**config.mk**
```make
export PLATFORM = sky130hd
export DESIGN_NAME = valve_angle_positioner
export DESIGN_NICKNAME = d
export VERILOG_FILES = /design/src/sv/vap_pkg.sv /design/src/sv/vap_prep.sv /design/src/sv/vap_target.sv /design/src/sv/vap_core.sv /design/src/sv/valve_angle_positioner.sv
export SDC_FILE = /design/constraint.sdc
export NUM_CORES = 2
export LEC_CHECK = 0
export BUFFER_PORTS_ARGS = -buffer_cell sky130_fd_sc_hd__buf_2
export CAP_MARGIN = 30
export CORE_MARGIN = 2
export CORE_UTILIZATION = 27
export CTS_CLUSTER_SIZE = 10
export DETAILED_ROUTE_END_ITERATION = 8
export GPL_TIMING_DRIVEN = 0
export SYNTH_ARGS = -nofsm -noshare
export SYNTH_HDL_FRONTEND = slang
export SYNTH_HIERARCHICAL = 1
export SYNTH_SLANG_ARGS = --single-unit
```
**constraint.sdc**
```tcl
create_clock -name clk -period 10.7 [get_ports clk]
set_input_delay 0 -clock clk [delete_from_list [all_inputs] [get_ports clk]]
set_output_delay 0 -clock clk [all_outputs]
set_load 0.02 [all_outputs]
```
**src/sv/vap_pkg.sv**
```systemverilog
// Shared types and constants for the valve angle positioner.
// No dependencies; every other file refers to this package by scoped names.
`default_nettype none

package vap_pkg;

  // item opcode
  typedef enum logic [1:0] {
    KIND_ANGLE   = 2'd0,
    KIND_PERCENT = 2'd1,
    KIND_SAMPLE  = 2'd2,
    KIND_QUERY   = 2'd3
  } kind_t;

  // direction request of a move command
  typedef enum logic [1:0] {
    MODE_NONE  = 2'd0,
    MODE_CW    = 2'd1,
    MODE_CCW   = 2'd2,
    MODE_SHORT = 2'd3
  } mode_t;

  // motor drive
  typedef enum logic [1:0] {
    DRIVE_STOP = 2'd0,
    DRIVE_CW   = 2'd1,
    DRIVE_CCW  = 2'd2
  } drive_t;

  typedef struct packed {
    kind_t kind;
    mode_t mode;
  } cmd_t;

  // opening classification of the query path
  typedef struct packed {
    logic full;    // far side of base, reads fully open
    logic closed;  // more than a quarter turn short of base
  } open_flags_t;

  localparam int CFG_W = 12;
  localparam int ANG_IN_W = 12;
  localparam int REQ_W = 16;
  localparam int PCT_W = 10;
  localparam int IDX_W = 2;

  localparam logic [PCT_W-1:0] PCT_MAX = 10'd1000;
  localparam int PCT_HALF = 500;
  localparam int PCT_SCALE = 1000;

  localparam logic [IDX_W-1:0] REG_BASE = 2'd0;
  localparam logic [IDX_W-1:0] REG_TOL  = 2'd1;
  localparam logic [IDX_W-1:0] REG_LEAD = 2'd2;

  localparam logic [CFG_W-1:0] TOL_RESET  = 12'd10;
  localparam logic [CFG_W-1:0] LEAD_RESET = 12'd10;

endpackage

`default_nettype wire

```
**src/sv/vap_prep.sv**
```systemverilog
// Input stage: reduces the angle fields modulo one turn and forms the
// rounded numerator of the percent-to-angle offset. Uses vap_pkg.
`default_nettype none

module vap_prep #(
  parameter int ANGLE_STEPS = 3600,
  localparam int AW = $clog2(ANGLE_STEPS),
  localparam int Q = ANGLE_STEPS / 4,
  localparam int TW = $clog2(vap_pkg::PCT_SCALE * Q + vap_pkg::PCT_HALF + 1)
) (
  input  wire logic                                clk,
  input  wire logic                                load,
  input  wire logic [1:0]                          in_kind,
  input  wire logic [1:0]                          in_mode,
  input  wire logic [vap_pkg::ANG_IN_W-1:0]        in_target_angle,
  input  wire logic signed [vap_pkg::REQ_W-1:0]    in_open_request,
  input  wire logic [vap_pkg::ANG_IN_W-1:0]        in_sensor_angle,
  input  wire logic [vap_pkg::CFG_W-1:0]           base_angle,
  output vap_pkg::cmd_t                            cmd_r,
  output logic [AW-1:0]                            target_r,
  output logic [AW-1:0]                            sensor_r,
  output logic [AW-1:0]                            base_r,
  output logic [TW-1:0]                            numer_r
);

  localparam int XW = (AW > vap_pkg::ANG_IN_W) ? AW : vap_pkg::ANG_IN_W;
  localparam int KMAX = ((1 << vap_pkg::ANG_IN_W) - 1) / ANGLE_STEPS;

  // at most a handful of turns fit in 12 bits: parallel compares, pick largest
  function automatic logic [AW-1:0] wrap_angle(input logic [vap_pkg::ANG_IN_W-1:0] x);
    logic [XW-1:0] xe;
    logic [XW-1:0] r;
    xe = XW'(x);
    r = xe;
    for (int k = 1; k <= KMAX; k++) begin
      if (xe >= XW'(k * ANGLE_STEPS)) r = xe - XW'(k * ANGLE_STEPS);
    end
    return r[AW-1:0];
  endfunction

  logic [vap_pkg::PCT_W-1:0] pct_c;
  logic [vap_pkg::PCT_W-1:0] closing;
  logic [TW-1:0]             numer_nxt;

  always_comb begin
    if (in_open_request[vap_pkg::REQ_W-1]) begin
      pct_c = '0;
    end else if (in_open_request > vap_pkg::REQ_W'(signed'(vap_pkg::PCT_SCALE))) begin
      pct_c = vap_pkg::PCT_MAX;
    end else begin
      pct_c = in_open_request[vap_pkg::PCT_W-1:0];
    end
    closing = vap_pkg::PCT_MAX - pct_c;
    numer_nxt = TW'(closing) * TW'(Q) + TW'(vap_pkg::PCT_HALF);
  end

  always_ff @(posedge clk) begin
    if (load) begin
      cmd_r.kind <= vap_pkg::kind_t'(in_kind);
      cmd_r.mode <= vap_pkg::mode_t'(in_mode);
      target_r   <= wrap_angle(in_target_angle);
      sensor_r   <= wrap_angle(in_sensor_angle);
      base_r     <= wrap_angle(base_angle);
      numer_r    <= numer_nxt;
    end
  end

endmodule

`default_nettype wire

```
**src/sv/vap_target.sv**
```systemverilog
// Second stage: percent target angle (offset below base) and the opening
// numerator for queries. Uses vap_pkg.
`default_nettype none

module vap_target #(
  parameter int ANGLE_STEPS = 3600,
  localparam int AW = $clog2(ANGLE_STEPS),
  localparam int Q = ANGLE_STEPS / 4,
  localparam int QW = $clog2(Q + 1),
  localparam int TW = $clog2(vap_pkg::PCT_SCALE * Q + vap_pkg::PCT_HALF + 1),
  localparam int UW = $clog2(vap_pkg::PCT_SCALE * Q + Q / 2 + 1)
) (
  input  wire logic                 clk,
  input  wire logic                 load,
  input  wire vap_pkg::cmd_t        cmd_a,
  input  wire logic [AW-1:0]        target_a,
  input  wire logic [AW-1:0]        sensor_a,
  input  wire logic [AW-1:0]        base_a,
  input  wire logic [TW-1:0]        numer_a,
  output vap_pkg::cmd_t             cmd_r,
  output logic [AW-1:0]             target_r,
  output logic [AW-1:0]             sensor_r,
  output logic [UW-1:0]             numer_r,
  output vap_pkg::open_flags_t      flags_r
);

  // exact floor division by 1000: numerator below 2^TW, ceil reciprocal
  localparam int K1 = TW + $clog2(vap_pkg::PCT_SCALE);
  localparam longint unsigned M1 =
      ((64'd1 << K1) + longint'(vap_pkg::PCT_SCALE) - 64'd1) / vap_pkg::PCT_SCALE;
  localparam int PW1 = TW + TW + 1;

  function automatic logic [AW-1:0] dist_cw(input logic [AW-1:0] to,
                                            input logic [AW-1:0] from);
    logic [AW:0] s;
    if (to >= from) s = {1'b0, to} - {1'b0, from};
    else s = {1'b0, to} + (AW+1)'(ANGLE_STEPS) - {1'b0, from};
    return s[AW-1:0];
  endfunction

  logic [PW1-1:0]  prod1;
  logic [QW-1:0]   offset;
  logic [AW:0]     pct_tgt;
  logic [AW-1:0]   cw_to_base;
  logic [QW-1:0]   short_by;
  vap_pkg::cmd_t   cmd_nxt;
  logic [AW-1:0]   target_nxt;
  vap_pkg::open_flags_t flags_nxt;

  always_comb begin
    prod1 = PW1'(numer_a) * PW1'(M1);
    offset = prod1[K1 +: QW];
    if (base_a >= AW'(offset)) pct_tgt = {1'b0, base_a} - (AW+1)'(offset);
    else pct_tgt = {1'b0, base_a} + (AW+1)'(ANGLE_STEPS) - (AW+1)'(offset);

    cmd_nxt = cmd_a;
    target_nxt = target_a;
    if (cmd_a.kind == vap_pkg::KIND_PERCENT) begin
      cmd_nxt.mode = vap_pkg::MODE_SHORT;
      target_nxt = pct_tgt[AW-1:0];
    end

    cw_to_base = dist_cw(base_a, sensor_a);
    flags_nxt.full = ({1'b0, cw_to_base} > (AW+1)'(3 * Q));
    flags_nxt.closed = (cw_to_base > AW'(Q));
    short_by = (cw_to_base > AW'(Q)) ? '0 : QW'(AW'(Q) - cw_to_base);
  end

  always_ff @(posedge clk) begin
    if (load) begin
      cmd_r    <= cmd_nxt;
      target_r <= target_nxt;
      sensor_r <= sensor_a;
      numer_r  <= UW'(short_by) * UW'(vap_pkg::PCT_SCALE) + UW'(Q / 2);
      flags_r  <= flags_nxt;
    end
  end

endmodule

`default_nettype wire

```
**src/sv/vap_core.sv**
```systemverilog
// Result stage: move state (direction, start, goal), completion check,
// opening scale and the result register. Uses vap_pkg.
`default_nettype none

module vap_core #(
  parameter int ANGLE_STEPS = 3600,
  localparam int AW = $clog2(ANGLE_STEPS),
  localparam int Q = ANGLE_STEPS / 4,
  localparam int UW = $clog2(vap_pkg::PCT_SCALE * Q + Q / 2 + 1)
) (
  input  wire logic                       clk,
  input  wire logic                       rst_n,
  input  wire logic                       load,
  input  wire vap_pkg::cmd_t              cmd_b,
  input  wire logic [AW-1:0]              target_b,
  input  wire logic [AW-1:0]              sensor_b,
  input  wire logic [UW-1:0]              numer_b,
  input  wire vap_pkg::open_flags_t       flags_b,
  input  wire logic [vap_pkg::CFG_W-1:0]  stop_tolerance,
  input  wire logic [vap_pkg::CFG_W-1:0]  early_stop,
  output vap_pkg::drive_t                 drive_r,
  output logic                            finished_r,
  output logic [vap_pkg::PCT_W-1:0]       pct_r,
  output logic                            rejected_r
);

  localparam int CW = (AW > vap_pkg::CFG_W) ? AW : vap_pkg::CFG_W;
  // exact floor division by the quarter turn
  localparam int K2 = UW + $clog2(Q);
  localparam longint unsigned M2 = ((64'd1 << K2) + longint'(Q) - 64'd1) / Q;
  localparam int PW2 = UW + UW + 1;

  function automatic logic [AW-1:0] dist_cw(input logic [AW-1:0] to,
                                            input logic [AW-1:0] from);
    logic [AW:0] s;
    if (to >= from) s = {1'b0, to} - {1'b0, from};
    else s = {1'b0, to} + (AW+1)'(ANGLE_STEPS) - {1'b0, from};
    return s[AW-1:0];
  endfunction

  vap_pkg::drive_t run_r, run_nxt;
  logic [AW-1:0]   start_r, start_nxt;
  logic [AW-1:0]   goal_r, goal_nxt;

  vap_pkg::drive_t dir;
  logic            dir_ok;
  logic [AW-1:0]   d_cw, d_ccw, trip, moved;
  logic [CW-1:0]   trip_less_lead;
  logic [PW2-1:0]  prod2;
  logic            fin, rej;
  logic [vap_pkg::PCT_W-1:0] pct;

  always_comb begin
    run_nxt = run_r;
    start_nxt = start_r;
    goal_nxt = goal_r;
    fin = 1'b0;
    rej = 1'b0;
    pct = '0;

    d_cw = dist_cw(target_b, sensor_b);
    d_ccw = dist_cw(sensor_b, target_b);
    dir = vap_pkg::DRIVE_STOP;
    dir_ok = 1'b0;
    case (cmd_b.mode)
      vap_pkg::MODE_CW: begin
        dir = vap_pkg::DRIVE_CW;
        dir_ok = 1'b1;
      end
      vap_pkg::MODE_CCW: begin
        dir = vap_pkg::DRIVE_CCW;
        dir_ok = 1'b1;
      end
      vap_pkg::MODE_SHORT: begin
        // a tie goes counterclockwise
        dir = (d_cw < d_ccw) ? vap_pkg::DRIVE_CW : vap_pkg::DRIVE_CCW;
        dir_ok = 1'b1;
      end
      default: ;
    endcase
    trip = (dir == vap_pkg::DRIVE_CW) ? d_cw : d_ccw;
    trip_less_lead = CW'(trip) - CW'(early_stop);
    moved = (run_r == vap_pkg::DRIVE_CW) ? dist_cw(sensor_b, start_r)
                                         : dist_cw(start_r, sensor_b);
    prod2 = PW2'(numer_b) * PW2'(M2);

    case (cmd_b.kind)
      vap_pkg::KIND_ANGLE, vap_pkg::KIND_PERCENT: begin
        if (run_r != vap_pkg::DRIVE_STOP) begin
          rej = 1'b1;
        end else if (dir_ok) begin
          if (CW'(trip) <= CW'(stop_tolerance)) begin
            fin = 1'b1;
          end else begin
            run_nxt = dir;
            start_nxt = sensor_b;
            goal_nxt = (CW'(trip) > CW'(early_stop)) ? trip_less_lead[AW-1:0] : '0;
          end
        end
      end
      vap_pkg::KIND_SAMPLE: begin
        if (run_r != vap_pkg::DRIVE_STOP && moved >= goal_r) begin
          run_nxt = vap_pkg::DRIVE_STOP;
          fin = 1'b1;
        end
      end
      vap_pkg::KIND_QUERY: begin
        if (flags_b.full) pct = vap_pkg::PCT_MAX;
        else if (flags_b.closed) pct = '0;
        else pct = prod2[K2 +: vap_pkg::PCT_W];
      end
      default: ;
    endcase
  end

  always_ff @(posedge clk) begin
    if (!rst_n) begin
      run_r   <= vap_pkg::DRIVE_STOP;
      start_r <= '0;
      goal_r  <= '0;
    end else if (load) begin
      run_r   <= run_nxt;
      start_r <= start_nxt;
      goal_r  <= goal_nxt;
    end
  end

  always_ff @(posedge clk) begin
    if (load) begin
      drive_r    <= run_nxt;
      finished_r <= fin;
      pct_r      <= pct;
      rejected_r <= rej;
    end
  end

endmodule

`default_nettype wire

```
**src/sv/valve_angle_positioner.sv**
```systemverilog
// Top level of the valve angle positioner: configuration registers,
// pipeline flow control and the three stages. Uses vap_pkg, vap_prep,
// vap_target and vap_core.
//
// One item per clock sustained while out_stall is low; each item passes through
// the input stage, the target stage and then the result register, and is
// delayed beyond that only while the result side stalls; with all three stages
// full, in_stall follows out_stall in the same cycle. The move state is
// updated in the result stage alone, so a command depends on the item just
// before it without a bubble. Angles are in steps of ANGLE_STEPS per turn; a
// percent command targets base minus a quarter turn scaled by the closing
// amount, and a query reports the opening in tenths of a percent.
// The user writes configuration through the cfg port, which is always ready,
// only while no item is in flight; the block itself does not enforce this.
`default_nettype none

module valve_angle_positioner #(
  parameter int ANGLE_STEPS = 3600
) (
  input  wire logic                              clk,
  input  wire logic                              rst_n,
  input  wire logic                              in_valid,
  output logic                                   in_stall,
  input  wire logic [1:0]                        in_kind,
  input  wire logic [1:0]                        in_mode,
  input  wire logic [vap_pkg::ANG_IN_W-1:0]      in_target_angle,
  input  wire logic signed [vap_pkg::REQ_W-1:0]  in_open_request,
  input  wire logic [vap_pkg::ANG_IN_W-1:0]      in_sensor_angle,
  output logic                                   out_valid,
  input  wire logic                              out_stall,
  output logic [1:0]                             out_drive,
  output logic                                   out_finished,
  output logic [vap_pkg::PCT_W-1:0]              out_open_percent,
  output logic                                   out_rejected,
  input  wire logic                              cfg_valid,
  output logic                                   cfg_ready,
  input  wire logic [vap_pkg::IDX_W-1:0]         cfg_index,
  input  wire logic [vap_pkg::CFG_W-1:0]         cfg_data
);

  localparam int AW = $clog2(ANGLE_STEPS);
  localparam int Q = ANGLE_STEPS / 4;
  localparam int TW = $clog2(vap_pkg::PCT_SCALE * Q + vap_pkg::PCT_HALF + 1);
  localparam int UW = $clog2(vap_pkg::PCT_SCALE * Q + Q / 2 + 1);

  logic [vap_pkg::CFG_W-1:0] base_r, tol_r, lead_r;

  assign cfg_ready = 1'b1;

  always_ff @(posedge clk) begin
    if (!rst_n) begin
      base_r <= '0;
      tol_r  <= vap_pkg::TOL_RESET;
      lead_r <= vap_pkg::LEAD_RESET;
    end else if (cfg_valid && cfg_ready) begin
      case (cfg_index)
        vap_pkg::REG_BASE: base_r <= cfg_data;
        vap_pkg::REG_TOL:  tol_r  <= cfg_data;
        vap_pkg::REG_LEAD: lead_r <= cfg_data;
        default: ;
      endcase
    end
  end

  // flow control: a stage loads when it is empty or its content moves on
  logic a_valid_r, b_valid_r, o_valid_r;
  logic o_rdy, b_rdy, a_rdy;
  logic a_load, b_load, o_load;

  assign o_rdy  = !o_valid_r || !out_stall;
  assign b_rdy  = !b_valid_r || o_rdy;
  assign a_rdy  = !a_valid_r || b_rdy;
  assign a_load = in_valid && a_rdy;
  assign b_load = a_valid_r && b_rdy;
  assign o_load = b_valid_r && o_rdy;

  assign in_stall  = !a_rdy;
  assign out_valid = o_valid_r;

  always_ff @(posedge clk) begin
    if (!rst_n) begin
      a_valid_r <= 1'b0;
      b_valid_r <= 1'b0;
      o_valid_r <= 1'b0;
    end else begin
      if (a_rdy) a_valid_r <= in_valid;
      if (b_rdy) b_valid_r <= a_valid_r;
      if (o_rdy) o_valid_r <= b_valid_r;
    end
  end

  vap_pkg::cmd_t        cmd_a, cmd_b;
  logic [AW-1:0]        target_a, sensor_a, base_a;
  logic [TW-1:0]        numer_a;
  logic [AW-1:0]        target_b, sensor_b;
  logic [UW-1:0]        numer_b;
  vap_pkg::open_flags_t flags_b;
  vap_pkg::drive_t      drive_o;

  vap_prep #(.ANGLE_STEPS(ANGLE_STEPS)) u_prep (
    .clk             (clk),
    .load            (a_load),
    .in_kind         (in_kind),
    .in_mode         (in_mode),
    .in_target_angle (in_target_angle),
    .in_open_request (in_open_request),
    .in_sensor_angle (in_sensor_angle),
    .base_angle      (base_r),
    .cmd_r           (cmd_a),
    .target_r        (target_a),
    .sensor_r        (sensor_a),
    .base_r          (base_a),
    .numer_r         (numer_a)
  );

  vap_target #(.ANGLE_STEPS(ANGLE_STEPS)) u_target (
    .clk      (clk),
    .load     (b_load),
    .cmd_a    (cmd_a),
    .target_a (target_a),
    .sensor_a (sensor_a),
    .base_a   (base_a),
    .numer_a  (numer_a),
    .cmd_r    (cmd_b),
    .target_r (target_b),
    .sensor_r (sensor_b),
    .numer_r  (numer_b),
    .flags_r  (flags_b)
  );

  vap_core #(.ANGLE_STEPS(ANGLE_STEPS)) u_core (
    .clk            (clk),
    .rst_n          (rst_n),
    .load           (o_load),
    .cmd_b          (cmd_b),
    .target_b       (target_b),
    .sensor_b       (sensor_b),
    .numer_b        (numer_b),
    .flags_b        (flags_b),
    .stop_tolerance (tol_r),
    .early_stop     (lead_r),
    .drive_r        (drive_o),
    .finished_r     (out_finished),
    .pct_r          (out_open_percent),
    .rejected_r     (out_rejected)
  );

  assign out_drive = drive_o;

endmodule

`default_nettype wire

```
==> flow_summary.json <==
{
  "hold_start": "in_open_request[15]",
  "cp.arrival_ns": 9.16,
  "final_antenna_net_count": 0,
  "first_global_vias": 23123,
  "wirelength_um": 73500,
  "track_usage": 0.129,
  "whs_path_depth": 3,
  "synth_top_area_share": 0.269,
  "async_flop_share": 0,
  "ys_types": 99,
  "grt_max_degree": 39,
  "drive_above_1_share": 0.0572,
  "htree_num_levels": 4,
  "rsz0062_at_grt": "no",
  "drv_cap": 0,
  "tns_ns": 0,
  "period_share": 0.821,
  "fin_nets": 4361,
  "yosysMostFrequentCell": "ha_1",
  "drt_iter0_markers": 1144,
  "synth_top_flop_cell": "edfxtp_1",
  "path_class": "reg -> reg",
  "synth_area_um2": 30400,
  "fin_area_um2": 33900,
  "drv_slew": 0,
  "rows": 123,
  "final_util": 0.302,
  "clk_latency_ns": 0.50,
  "crit-reg2reg-capture": "u_core/start_r[4]",
  "seq_area_frac_synth": 0.160,
  "fin_skew_ns": 0.0148,
  "pre_cts_slack_ns": 2.01,
  "drc": 0,
  "grt_overflow": 0,
  "place_congestion": 0.886,
  "max_freq_ghz": 0.114,
  "port_buffers": 77,
  "antenna_found_initial": 2,
  "grt_pass1_wl_um": 120000,
  "worst_slack_ns": 1.92,
  "area_growth_pct": 11.4,
  "io_pins": 80,
  "slowest_stage": "a211oi_1",
  "clk_path_buf_depth": 2,
  "root_buffer": "clkbuf_16",
  "ys_ff_latch": 184,
  "clk_pin_slew_worst_paths_ns": 0.08,
  "synth_top_area_cell": "ha_1",
  "multi_input_area_um2": 23100,
  "synthCells": 3228,
  "cts_made_buffers": 17,
  "startpoint_type": "flop",
  "initial_utilization": 0.271,
  "die-area_um2": 115000,
  "cts_sinks": 184,
  "post_dp_cell_area_um2": 32800,
  "vias": 22600,
  "setup.worst_path.end_class": "flop",
  "fp.coreArea_um2": 112000,
  "r2r-start": "u_target/sensor_r[1]",
  "cp_slowest_stage_delay_ns": 0.61,
  "largest_reg_flops": 18,
  "diodes": 0,
  "register_area_um2": 4870,
  "hold_violations": 0,
  "cpMostUsedCell": "a21oi_1",
  "status": "finished, final reports clean",
  "dieHeight_um": 340,
  "tightest_slew_ns": 0.985,
  "vias_per_cell": 4.62,
  "die_w_um": 340,
  "cts_setup_buffers": 0,
  "top_regs": "u_prep/numer_r x18, u_target/numer_r x17",
  "r2r_slack_ns": 1.92,
  "fill_cells": 11791,
  "synth_commonest_cells": "653 x ha_1, 583 x inv_1, 264 x fa_1",
  "rr_worst_depth": 31,
  "hold_path_end": "u_prep/numer_r[2]",
  "cts_tree": "built",
  "setup_viol": 0,
  "syn_avg_cell_area_um2": 9.42,
  "timing.slew.headroom": 0.339,
  "cp_max_fo": 10,
  "synth_edf_count": 119,
  "wl_per_cell_um": 15.0,
  "hold_path_class": "in -> reg",
  "fin_crit_ns": 8.78,
  "cp.required_ns": 11.08,
  "yosysWarnings": 6,
  "yosys-top-cells-area": "ha_1 27%, fa_1 17%, edfxtp_1 12%",
  "dp_hpwl_um": 62600,
  "firstDrtPassIters": 5,
  "regMostFlops": "u_prep/numer_r"
}
## worst max path at each step
stage                      endpoint            startpoint
3_5_place_dp      u_core/start_r[2]  u_target/sensor_r[1]
6_report          u_core/start_r[4]  u_target/sensor_r[1]
3_3_place_gp     u_core/start_r[11]  u_target/sensor_r[1]
2_1_floorplan  u_target/numer_r[18]      u_prep/base_r[0]
4_1_cts           u_core/start_r[4]  u_target/sensor_r[1]
5_1_grt            u_core/goal_r[3]  u_target/sensor_r[1]
## placed cells by master, fill, tap and decap left out, types with 51 or more instances in the layout
cell type,instances
nand2_1,177
a21oi_1,150
xor2_1,64
buf_2,90
mux2i_1,58
inv_1,583
a21o_1,61
ha_1,653
edfxtp_1,119
o21ai_0,87
nor2b_1,59
fa_1,264
dfxtp_1,65
dlygate4sd3_1,51
xnor2_1,148
nor2_1,127
nor3_1,60
## critical path: cells and delay by family, from the launching register on
family	cells	cell delay, ns
compound gates	16	4.42
fa+ha+maj	4	1.33
buf+inv	5	1.51
flops	1	0.59
mux	1	0.36
simple gates	5	0.44
## cell type report
| type | count | share of cell area |
|---|---|---|
| Buffer | 59 | 0.00883 |
| Clock buffer | 18 | 0.0133 |
| Clock inverter | 14 | 0.00454 |
| Inverter | 584 | 0.0647 |
| Multi-Input combinational cell | 2403 | 0.681 |
| Sequential cell | 184 | 0.144 |
| Tap cell | 1500 | 0.0554 |
| Timing Repair Buffer | 132 | 0.0287 |
## metal layers
layer | vias up | routed length [um] | global-route usage | part of all wire
met5 | - | 0 | 0 | 0
met2 | 378 | 33700 | 0.213 | 0.46
met4 | 0 | 1330 | 0.0320 | 0.018
li1 | 11289 | - | - | -
met1 | 10856 | 35300 | 0.176 | 0.48
met3 | 77 | 3130 | 0.0204 | 0.043
## repair_timing
item                      in CTS  in global routing
hold endpoints to repair      74                  0
hold buffers                  51                  0
resized for setup              0                  0
## through the flow
step / hold slack [ns] / cells
after floorplan: 0.0989 / 3230
after global placement: 0.196 / 4807
after global routing: 0.0946 / 4894
final: 0.0707 / 4894
after CTS: 0.0334 / 4894
after detailed placement: 0.182 / 4811
## cells by family (layout without fill, tap and decap cells)
| family | Yosys count | count (layout) | synth area share |
|---|---|---|---|
| flip-flops | 184 | 184 | 0.160 |
| AO/OA/AOI/OAI | 561 | 561 | 0.125 |
| XOR/XNOR | 212 | 212 | 0.0611 |
| adder cells (fa/ha/maj) | 919 | 919 | 0.443 |
| other | 4 | 6 | 0.000494 |
| multiplexers | 66 | 66 | 0.0226 |
| buffers and inverters | 643 | 807 | 0.0819 |
| AND/OR/NAND/NOR | 639 | 639 | 0.105 |
Power is not shown: default switching activity piles up to over one toggle a cycle in this logic, so the estimate is an artifact.
